`src/rtl/rgqh_pkg.sv`:
```
`timescale 1ns / 1ps
// Package for the RGB565 gray quantizer with frame histogram.
// Holds payload types, controller/datapath command types, constants and helpers.
// No dependencies.
package rgqh_pkg;

  localparam int NumBins   = 8;
  localparam int CountW    = 21;
  localparam int SumW      = 23;
  localparam int LevelW    = 3;
  localparam int CoefW     = 16;
  localparam int ChanW     = 8;
  localparam int ProdW     = ChanW + CoefW;
  localparam int LumaW     = ProdW + 2;
  localparam int LumaShift = 21;
  localparam int DivW      = SumW + 1;

  localparam int MaxPixels = 1048576;
  localparam int CountMax  = 2097151;
  localparam logic [CountW-1:0] PixelCap =
    CountW'((MaxPixels > CountMax) ? CountMax : MaxPixels);

  localparam int Max5 = 31;
  localparam int Max6 = 63;

  // Register indexes of the configuration port.
  localparam logic [1:0] CfgCoefRed   = 2'd0;
  localparam logic [1:0] CfgCoefGreen = 2'd1;
  localparam logic [1:0] CfgCoefBlue  = 2'd2;

  localparam logic [CoefW-1:0] CoefRedRst   = 16'd13933;
  localparam logic [CoefW-1:0] CoefGreenRst = 16'd46871;
  localparam logic [CoefW-1:0] CoefBlueRst  = 16'd4732;

  // Record kinds of a result.
  localparam logic [1:0] KindPixel   = 2'd0;
  localparam logic [1:0] KindBin     = 2'd1;
  localparam logic [1:0] KindSummary = 2'd2;

  typedef struct packed {
    logic [15:0] pixel_rgb565;
    logic        end_of_frame;
  } pixel_in_t;

  typedef struct packed {
    logic [1:0]        record_kind;
    logic [LevelW-1:0] level_idx;
    logic [CountW-1:0] count;
    logic [LevelW-1:0] average_level;
    logic              last;
  } result_t;

  typedef struct packed {
    logic        load_in;
    logic        load_prod;
    logic        load_lvl;
    logic        emit;
    logic [1:0]  emit_kind;
    logic        emit_last;
    logic        div_start;
    logic        div_step;
    logic [1:0]  step_idx;
    logic [2:0]  bin_idx;
    logic        clear_stats;
  } ctrl_cmd_t;

  typedef struct packed {
    logic out_free;
    logic eof;
  } ctrl_sts_t;

  // floor(x*255/31) = 8x + floor(7x/31); the fraction is found by compares.
  function automatic logic [ChanW-1:0] expand5(input logic [4:0] x);
    logic [7:0] x7;
    logic [2:0] q;
    x7 = {x, 3'b000} - {3'b000, x};
    q  = '0;
    for (int t = 1; t < 8; t++) begin
      if (x7 >= 8'(Max5 * t)) q = 3'(t);
    end
    return {x, 3'b000} + {5'b00000, q};
  endfunction

  // floor(x*255/63) = 4x + floor(x/21).
  function automatic logic [ChanW-1:0] expand6(input logic [5:0] x);
    logic [1:0] q;
    q = '0;
    for (int t = 1; t < 4; t++) begin
      if (x >= 6'(Max6 * t / 3)) q = 2'(t);
    end
    return {x, 2'b00} + {6'b000000, q};
  endfunction

endpackage

```
`src/rtl/rgqh_ctrl.sv`:
```
`timescale 1ns / 1ps
// Sequencer of the gray quantizer: one-hot state machine issuing datapath commands.
// Depends on rgqh_pkg.
module rgqh_ctrl (
  input  logic                  clk_i,
  input  logic                  rst_ni,
  input  logic                  in_valid_i,
  output logic                  in_stall_o,
  input  rgqh_pkg::ctrl_sts_t   sts_i,
  output rgqh_pkg::ctrl_cmd_t   cmd_o
);

  typedef enum logic [6:0] {
    StIdle = 7'b0000001,
    StMul  = 7'b0000010,
    StLvl  = 7'b0000100,
    StEmit = 7'b0001000,
    StDiv  = 7'b0010000,
    StBins = 7'b0100000,
    StSumm = 7'b1000000
  } state_e;

  state_e     state_q, state_d;
  logic [2:0] cnt_q, cnt_d;

  assign in_stall_o = (state_q != StIdle);

  always_comb begin
    state_d = state_q;
    cnt_d   = cnt_q;
    cmd_o   = '0;
    cmd_o.step_idx = cnt_q[1:0];
    cmd_o.bin_idx  = cnt_q;
    unique case (state_q)
      StIdle: begin
        if (in_valid_i) begin
          cmd_o.load_in = 1'b1;
          state_d = StMul;
        end
      end
      StMul: begin
        cmd_o.load_prod = 1'b1;
        state_d = StLvl;
      end
      StLvl: begin
        cmd_o.load_lvl = 1'b1;
        state_d = StEmit;
      end
      StEmit: begin
        if (sts_i.out_free) begin
          cmd_o.emit      = 1'b1;
          cmd_o.emit_kind = rgqh_pkg::KindPixel;
          cmd_o.emit_last = !sts_i.eof;
          if (sts_i.eof) begin
            cmd_o.div_start = 1'b1;
            cnt_d   = '0;
            state_d = StDiv;
          end else begin
            state_d = StIdle;
          end
        end
      end
      StDiv: begin
        cmd_o.div_step = 1'b1;
        if (cnt_q[1:0] == 2'b11) begin
          cnt_d   = '0;
          state_d = StBins;
        end else begin
          cnt_d = cnt_q + 3'd1;
        end
      end
      StBins: begin
        if (sts_i.out_free) begin
          cmd_o.emit      = 1'b1;
          cmd_o.emit_kind = rgqh_pkg::KindBin;
          cnt_d = cnt_q + 3'd1;
          if (cnt_q == 3'(rgqh_pkg::NumBins - 1)) state_d = StSumm;
        end
      end
      StSumm: begin
        if (sts_i.out_free) begin
          cmd_o.emit        = 1'b1;
          cmd_o.emit_kind   = rgqh_pkg::KindSummary;
          cmd_o.emit_last   = 1'b1;
          cmd_o.clear_stats = 1'b1;
          state_d = StIdle;
        end
      end
      default: state_d = StIdle;
    endcase
  end

  always_ff @(posedge clk_i or negedge rst_ni) begin
    if (!rst_ni) begin
      state_q <= StIdle;
      cnt_q   <= '0;
    end else begin
      state_q <= state_d;
      cnt_q   <= cnt_d;
    end
  end

endmodule

```
`src/rtl/rgqh_dp.sv`:
```
`timescale 1ns / 1ps
// Datapath of the gray quantizer: expansion, luma products, statistics,
// average divider, coefficient registers and output register. Depends on rgqh_pkg.
module rgqh_dp (
  input  logic                  clk_i,
  input  logic                  rst_ni,
  input  rgqh_pkg::pixel_in_t   in_data_i,
  input  logic                  cfg_we_i,
  input  logic [1:0]            cfg_index_i,
  input  logic [15:0]           cfg_data_i,
  input  rgqh_pkg::ctrl_cmd_t   cmd_i,
  output rgqh_pkg::ctrl_sts_t   sts_o,
  output logic                  out_valid_o,
  input  logic                  out_stall_i,
  output rgqh_pkg::result_t     out_data_o
);

  logic [rgqh_pkg::CoefW-1:0]  coef_r_q, coef_g_q, coef_b_q;
  logic [rgqh_pkg::ChanW-1:0]  chan_r_q, chan_g_q, chan_b_q;
  logic                        eof_q;
  logic [rgqh_pkg::ProdW-1:0]  prod_r_q, prod_g_q, prod_b_q;
  logic [rgqh_pkg::LevelW-1:0] lvl_q;
  logic [rgqh_pkg::CountW-1:0] bins_q [rgqh_pkg::NumBins];
  logic [rgqh_pkg::SumW-1:0]   sum_q;
  logic [rgqh_pkg::CountW-1:0] pixels_q;
  logic [rgqh_pkg::DivW-1:0]   rem_q;
  logic [2:0]                  quo_q;
  logic                        sat_q;
  logic                        out_valid_q;
  rgqh_pkg::result_t           out_q;

  // Configuration registers.
  always_ff @(posedge clk_i or negedge rst_ni) begin
    if (!rst_ni) begin
      coef_r_q <= rgqh_pkg::CoefRedRst;
      coef_g_q <= rgqh_pkg::CoefGreenRst;
      coef_b_q <= rgqh_pkg::CoefBlueRst;
    end else if (cfg_we_i) begin
      unique case (cfg_index_i)
        rgqh_pkg::CfgCoefRed:   coef_r_q <= cfg_data_i;
        rgqh_pkg::CfgCoefGreen: coef_g_q <= cfg_data_i;
        rgqh_pkg::CfgCoefBlue:  coef_b_q <= cfg_data_i;
        default: ;
      endcase
    end
  end

  // Channel expansion and luma products.
  always_ff @(posedge clk_i) begin
    if (cmd_i.load_in) begin
      chan_r_q <= rgqh_pkg::expand5(in_data_i.pixel_rgb565[15:11]);
      chan_g_q <= rgqh_pkg::expand6(in_data_i.pixel_rgb565[10:5]);
      chan_b_q <= rgqh_pkg::expand5(in_data_i.pixel_rgb565[4:0]);
      eof_q    <= in_data_i.end_of_frame;
    end
    if (cmd_i.load_prod) begin
      prod_r_q <= rgqh_pkg::ProdW'(chan_r_q) * rgqh_pkg::ProdW'(coef_r_q);
      prod_g_q <= rgqh_pkg::ProdW'(chan_g_q) * rgqh_pkg::ProdW'(coef_g_q);
      prod_b_q <= rgqh_pkg::ProdW'(chan_b_q) * rgqh_pkg::ProdW'(coef_b_q);
    end
  end

  logic [rgqh_pkg::LumaW-1:0]  luma;
  logic [4:0]                  lvl_raw;
  logic [rgqh_pkg::LevelW-1:0] lvl_new;
  logic                        take;
  logic [rgqh_pkg::DivW-1:0]   sum_ext;

  assign luma    = {2'b00, prod_r_q} + {2'b00, prod_g_q} + {2'b00, prod_b_q};
  assign lvl_raw = luma[rgqh_pkg::LumaW-1:rgqh_pkg::LumaShift];
  assign lvl_new = (|lvl_raw[4:3]) ? '1 : lvl_raw[2:0];
  assign take    = pixels_q < rgqh_pkg::PixelCap;
  assign sum_ext = {1'b0, sum_q} + rgqh_pkg::DivW'(lvl_new);

  always_ff @(posedge clk_i) begin
    if (cmd_i.load_lvl) lvl_q <= lvl_new;
  end

  // Frame statistics; each bin counts only its own level.
  always_ff @(posedge clk_i or negedge rst_ni) begin
    if (!rst_ni) begin
      for (int i = 0; i < rgqh_pkg::NumBins; i++) bins_q[i] <= '0;
      sum_q    <= '0;
      pixels_q <= '0;
    end else if (cmd_i.clear_stats) begin
      for (int i = 0; i < rgqh_pkg::NumBins; i++) bins_q[i] <= '0;
      sum_q    <= '0;
      pixels_q <= '0;
    end else if (cmd_i.load_lvl && take) begin
      for (int i = 0; i < rgqh_pkg::NumBins; i++) begin
        if (lvl_new == 3'(i) && bins_q[i] != '1) begin
          bins_q[i] <= bins_q[i] + rgqh_pkg::CountW'(1);
        end
      end
      sum_q    <= sum_ext[rgqh_pkg::DivW-1] ? '1 : sum_ext[rgqh_pkg::SumW-1:0];
      pixels_q <= pixels_q + rgqh_pkg::CountW'(1);
    end
  end

  // Average divider: a saturation test against 8 times the count, then
  // one restoring step per quotient bit.
  logic [1:0]                shamt;
  logic [rgqh_pkg::DivW-1:0] dvs;
  logic                      ge;

  assign shamt = 2'd3 - cmd_i.step_idx;
  assign dvs   = {3'b000, pixels_q} << shamt;
  assign ge    = rem_q >= dvs;

  always_ff @(posedge clk_i) begin
    if (cmd_i.div_start) begin
      rem_q <= {1'b0, sum_q};
      quo_q <= '0;
      sat_q <= 1'b0;
    end else if (cmd_i.div_step && ge) begin
      if (cmd_i.step_idx == 2'd0) begin
        sat_q <= 1'b1;
      end else begin
        rem_q        <= rem_q - dvs;
        quo_q[shamt] <= 1'b1;
      end
    end
  end

  logic [rgqh_pkg::LevelW-1:0] avg;
  assign avg = (pixels_q == '0) ? '0 : (sat_q ? '1 : quo_q);

  // Output register.
  rgqh_pkg::result_t res;
  always_comb begin
    res             = '0;
    res.record_kind = cmd_i.emit_kind;
    res.last        = cmd_i.emit_last;
    case (cmd_i.emit_kind)
      rgqh_pkg::KindPixel: res.level_idx = lvl_q;
      rgqh_pkg::KindBin: begin
        res.level_idx = cmd_i.bin_idx;
        res.count     = bins_q[cmd_i.bin_idx];
      end
      rgqh_pkg::KindSummary: begin
        res.count         = pixels_q;
        res.average_level = avg;
      end
      default: ;
    endcase
  end

  assign sts_o.out_free = !out_valid_q || !out_stall_i;
  assign sts_o.eof      = eof_q;

  always_ff @(posedge clk_i or negedge rst_ni) begin
    if (!rst_ni) begin
      out_valid_q <= 1'b0;
    end else if (cmd_i.emit) begin
      out_valid_q <= 1'b1;
    end else if (!out_stall_i) begin
      out_valid_q <= 1'b0;
    end
  end

  always_ff @(posedge clk_i) begin
    if (cmd_i.emit) out_q <= res;
  end

  assign out_valid_o = out_valid_q;
  assign out_data_o  = out_q;

endmodule

```
`src/rtl/rgb565_gray_quantize_histogram.sv`:
```
`timescale 1ns / 1ps
// Top level of the RGB565 to 8-level gray quantizer with frame histogram.
// Depends on rgqh_pkg, rgqh_ctrl and rgqh_dp.
//
//   Channel  Direction  Handshake                      Payload
//   in       input      in_valid_i / in_stall_o        rgqh_pkg::pixel_in_t
//   out      output     out_valid_o / out_stall_i      rgqh_pkg::result_t
//   cfg      input      cfg_we_i, cfg_index_i          cfg_data_i (16 bits)
//
// From the acceptance of one pixel to the next, when the output is not
// stalled, the steps are input expansion, the three coefficient products,
// the level sum with statistics update, and the write of the output register.
// A pixel with the end-of-frame mark adds the divider steps and the result
// records (eight bins, one summary), all walked by the single sequencer
// one step per cycle unless the output stalls.
// Reset is asynchronous and active low; it restores the BT.709 weights and
// clears the statistics. An output stall holds the output register and the
// sequencer waits at its next result; a new request is taken while the last
// result of the previous one still waits in the output register.
module rgb565_gray_quantize_histogram (
  input  logic                 clk_i,
  input  logic                 rst_ni,
  input  logic                 in_valid_i,
  output logic                 in_stall_o,
  input  rgqh_pkg::pixel_in_t  in_data_i,
  output logic                 out_valid_o,
  input  logic                 out_stall_i,
  output rgqh_pkg::result_t    out_data_o,
  input  logic                 cfg_we_i,
  input  logic [1:0]           cfg_index_i,
  input  logic [15:0]          cfg_data_i
);

  rgqh_pkg::ctrl_cmd_t cmd;
  rgqh_pkg::ctrl_sts_t sts;

  // The sequencer owns the input handshake and decides each datapath step.
  rgqh_ctrl u_ctrl (
    .clk_i      (clk_i),
    .rst_ni     (rst_ni),
    .in_valid_i (in_valid_i),
    .in_stall_o (in_stall_o),
    .sts_i      (sts),
    .cmd_o      (cmd)
  );

  // The datapath holds the weights, statistics and the output register.
  rgqh_dp u_dp (
    .clk_i       (clk_i),
    .rst_ni      (rst_ni),
    .in_data_i   (in_data_i),
    .cfg_we_i    (cfg_we_i),
    .cfg_index_i (cfg_index_i),
    .cfg_data_i  (cfg_data_i),
    .cmd_i       (cmd),
    .sts_o       (sts),
    .out_valid_o (out_valid_o),
    .out_stall_i (out_stall_i),
    .out_data_o  (out_data_o)
  );

  // A request is processed alone, so the input closes right after acceptance.
  assert property (@(posedge clk_i) disable iff (!rst_ni)
    (in_valid_i && !in_stall_o) |=> in_stall_o)
    else $error("input accepted while a request is in progress");

  // A pixel record carries no count and no average.
  assert property (@(posedge clk_i) disable iff (!rst_ni)
    (out_valid_o && out_data_o.record_kind == rgqh_pkg::KindPixel) |->
    (out_data_o.count == '0 && out_data_o.average_level == '0))
    else $error("pixel record with count or average");

  // The summary always closes the results of its request.
  assert property (@(posedge clk_i) disable iff (!rst_ni)
    (out_valid_o && out_data_o.record_kind == rgqh_pkg::KindSummary) |->
    out_data_o.last)
    else $error("summary record without last");

  // Bin records never end a request, and the kind code stays in range.
  assert property (@(posedge clk_i) disable iff (!rst_ni)
    out_valid_o |-> (out_data_o.record_kind == rgqh_pkg::KindPixel ||
                     (out_data_o.record_kind == rgqh_pkg::KindBin && !out_data_o.last) ||
                     out_data_o.record_kind == rgqh_pkg::KindSummary))
    else $error("bad record kind or last flag");

endmodule
```
`config.mk`:
```
export PLATFORM = sky130hd
export DESIGN_NAME = rgb565_gray_quantize_histogram
export DESIGN_NICKNAME = d
export VERILOG_FILES = /design/src/rtl/rgqh_pkg.sv /design/src/rtl/rgqh_ctrl.sv /design/src/rtl/rgqh_dp.sv /design/src/rtl/rgb565_gray_quantize_histogram.sv
export SDC_FILE = /design/constraint.sdc
export NUM_CORES = 2
export LEC_CHECK = 0
export BUFFER_PORTS_ARGS = -buffer_cell sky130_fd_sc_hd__buf_2
export CAP_MARGIN = 20
export CORE_MARGIN = 4
export CORE_UTILIZATION = 25
export CTS_CLUSTER_SIZE = 24
export DETAILED_ROUTE_END_ITERATION = 8
export PLACE_DENSITY = 0.49
export RECOVER_POWER = 25
export SLEW_MARGIN = 20
export SYNTH_ARGS = -nofsm -noshare
export SYNTH_HDL_FRONTEND = slang
export SYNTH_SLANG_ARGS = --single-unit
export TNS_END_PERCENT = 5
```
`constraint.sdc`:
```
create_clock -name clk_i -period 7.1 [get_ports clk_i]
set_clock_uncertainty 0.15 [all_clocks]
set_input_delay 1.42 -clock clk_i [delete_from_list [all_inputs] [get_ports clk_i]]
set_output_delay 1.42 -clock clk_i [all_outputs]
set_load 0.05 [all_outputs]
```
==> results.cfg <==
[synthesis]
synthArstFlopShare = 0.632
synth_area_mm2 = 0.0358
synth_cell_types = 85
yosysSeqAreaShare = 0.321
syn_inst = 3687
synth_edf_count = 153
synth_seq_cells = 429
yosysWarnings = 0
syn-num-nets = 4219
ys.flop_type = dfrtp_1
synth.avg_cell_area_um2 = 9.72

[final_layout]
area_growth_pct = 11.9
final_cell_mix = nand2_1, inv_1, fa_1, dfrtp_1, ha_1
utilization = 0.283
final_common_cell = nand2_1
final_nets = 4224
drive_gt1_frac = 0.109

[setup_path]
slowest_delay_ps = 430
r2r-start = u_dp.prod_r_q[4]$_DFFE_PP_
rrSetupSlack_ps = 570
crit_type = reg2reg
cp.required_ps = 7430
r2r_cells = 33
worst_setup_path_start_kind = flop
worstSetupEndpointType = flop
cp_max_fo = 5
crit_arrival_ps = 6870
slowest_stage = or3_4
r2r-end = u_dp.sum_q[22]$_DFFE_PN0P_

[clocking]
cts_tree = built
path_clk_slew_ps = 60
postCtsHoldBufs = 0
htreeDepth = 2
clockBufferDepth = 3
clockRootBuffer = clkbuf_16
cts-buffers-inserted = 52
clk-insertion-delay-late_ps = 650
numClockSinks = 429

[hold_path]
hold_path_end = u_dp.quo_q[0]$_SDFFE_PP0P_
hold_path_depth = 2
min_path_type = reg2reg
min-delay-start = u_dp.quo_q[0]$_SDFFE_PP0P_

[timing]
finalSetupViolCount = 0
worst_pin_slew_ps = 3940
rsz0062_at_grt = no
finalMaxSlewViolations = 125
hold_viol_final = 0
max_slew_margin = -1.63
fin_crit_ps = 6530
post-route-period-util = 0.920
worst_slack_ps = 567
fmaxAchievable_mhz = 153
fin_tns_setup_ps = 0

[floorplan]
pin_count = 72
die_w_um = 387
die_h_um = 387
initial_core_util = 0.253
die_area_mm2 = 0.149
core_mm2 = 0.142
rows = 138

[status]
status = finished with violations
violations = capacitance limit, slew limit

[route]
dr.first_iter.drc_count = 1682
routed_wl_mm = 98.2
vias_per_cell = 4.69
final_antenna_net_count = 0
vias = 26400
drtPass1Iterations = 5
wire_per_inst_um = 17.5
route.detailed.drc = 0

[flow_run]
drv_cap = 2

[grt]
grt_use_total = 0.131
grt_max_degree = 150
grt_overflow = 0
grt_pass1_wl_mm = 158
antenna_found_initial = 3
grt_pass1_vias = 27000

[place]
routabilityCongestion = 0.808
post-place-ws_ps = 211
place_hpwl_mm = 73.4
portBuffers = 71
cell usage after synthesis, types with 44 or more instances:
library cell | n | area (µm²)
and3_1 | 70 | 438
nand3_1 | 112 | 561
xor2_1 | 91 | 797
clkbuf_1 | 126 | 473
o21ai_0 | 139 | 696
mux4_2 | 51 | 1150
mux2_2 | 73 | 822
a21o_1 | 44 | 330
ha_1 | 237 | 2970
nand4_1 | 61 | 382
xnor2_1 | 130 | 1140
fa_1 | 255 | 5100
nor2_1 | 237 | 890
nand2_1 | 393 | 1480
nor2b_1 | 45 | 282
and2_1 | 190 | 1190
or3_1 | 47 | 294
edfxtp_1 | 153 | 4590
inv_1 | 359 | 1350
dfrtp_1 | 244 | 6110
nor3_1 | 52 | 260
a21oi_1 | 175 | 876
flip-flops by register name, summed over array words and instances (netlist names), 16 cells and up:
| signal | flops |
|---|---|
| u_dp.bins_q | 168 |
| u_dp.prod_g_q | 24 |
| u_dp.coef_r_q | 16 |
| u_dp.sum_q | 23 |
| u_dp.rem_q | 24 |
| u_dp.pixels_q | 21 |
| u_dp.prod_r_q | 24 |
| u_dp.prod_b_q | 24 |
| u_dp.coef_b_q | 16 |
| u_dp.coef_g_q | 16 |
| u_dp.out_data_o | 30 |
stage by stage:
step / instance area, µm² / hold slack, ps / instances
CTS: 40100 / 328 / 5623
detailed placement: 38300 / 314 / 5525
global placement: 38300 / 308 / 5525
finish: 40100 / 322 / 5628
global route: 40100 / 349 / 5626
floorplan: 35800 / 287 / 3687
critical path: cells and delay by family, from the launching register on:
family	cells	cell delay (ps)
buf+inv	1	60
mux	1	160
flops	1	380
xor+xnor	1	70
fa+ha+maj	4	1200
compound gates	10	1740
simple gates	16	2610
repair_timing:
| item | CTS | global route |
|---|---|---|
| endpoints found under the setup margin | 0 | 23 |
| setup buffers | 0 | 2 |
| gates resized for setup | 0 | 21 |
how the worst max path moves through the flow:
stage                          startpoint                          to  slack [ps]
2_1_floorplan  u_dp.prod_g_q[7]$_DFFE_PP_  u_dp.sum_q[10]$_DFFE_PN0P_         680
3_3_place_gp   u_dp.prod_g_q[1]$_DFFE_PP_  u_dp.sum_q[22]$_DFFE_PN0P_         250
3_5_place_dp   u_dp.prod_g_q[9]$_DFFE_PP_  u_dp.sum_q[22]$_DFFE_PN0P_         210
4_1_cts        u_dp.prod_g_q[9]$_DFFE_PP_  u_dp.sum_q[22]$_DFFE_PN0P_         190
5_1_grt        u_dp.prod_g_q[9]$_DFFE_PP_  u_dp.sum_q[22]$_DFFE_PN0P_         0.3
6_report       u_dp.prod_r_q[4]$_DFFE_PP_  u_dp.sum_q[22]$_DFFE_PN0P_         570
cell type report:
cell class	count	area, µm²
Clock inverter	30	315
Inverter	360	1360
Tap cell	1890	2360
Timing Repair Buffer	109	644
Antenna cell	2	5.00
Sequential cell	429	11500
Clock buffer	68	1470
Multi-Input combinational cell	2740	22400
Fill cell	15100	102000
layer usage:
layer	track usage	up-vias	wire length, µm
li1	-	12600	-
met1	0.182	13200	46200
met2	0.212	458	45000
met3	0.0194	126	4220
met4	0.0358	0	2790
met5	0	-	0
kinds of logic (layout without fill, tap and decap cells):
family / count (synthesis) / after routing / share of synthesized area
AO/OA/AOI/OAI: 545 / 545 / 0.0939
XOR/XNOR: 221 / 221 / 0.0540
adder cells (fa/ha/maj): 492 / 492 / 0.225
buffers and inverters: 518 / 567 / 0.0554
flip-flops: 429 / 429 / 0.321
multiplexers: 139 / 139 / 0.0592
other: 0 / 2 / 0
AND/OR/NAND/NOR: 1343 / 1343 / 0.191
Power is left out: the tool's default activity adds up to more than one toggle a clock period on the data nets, which glitch-free logic cannot reach.
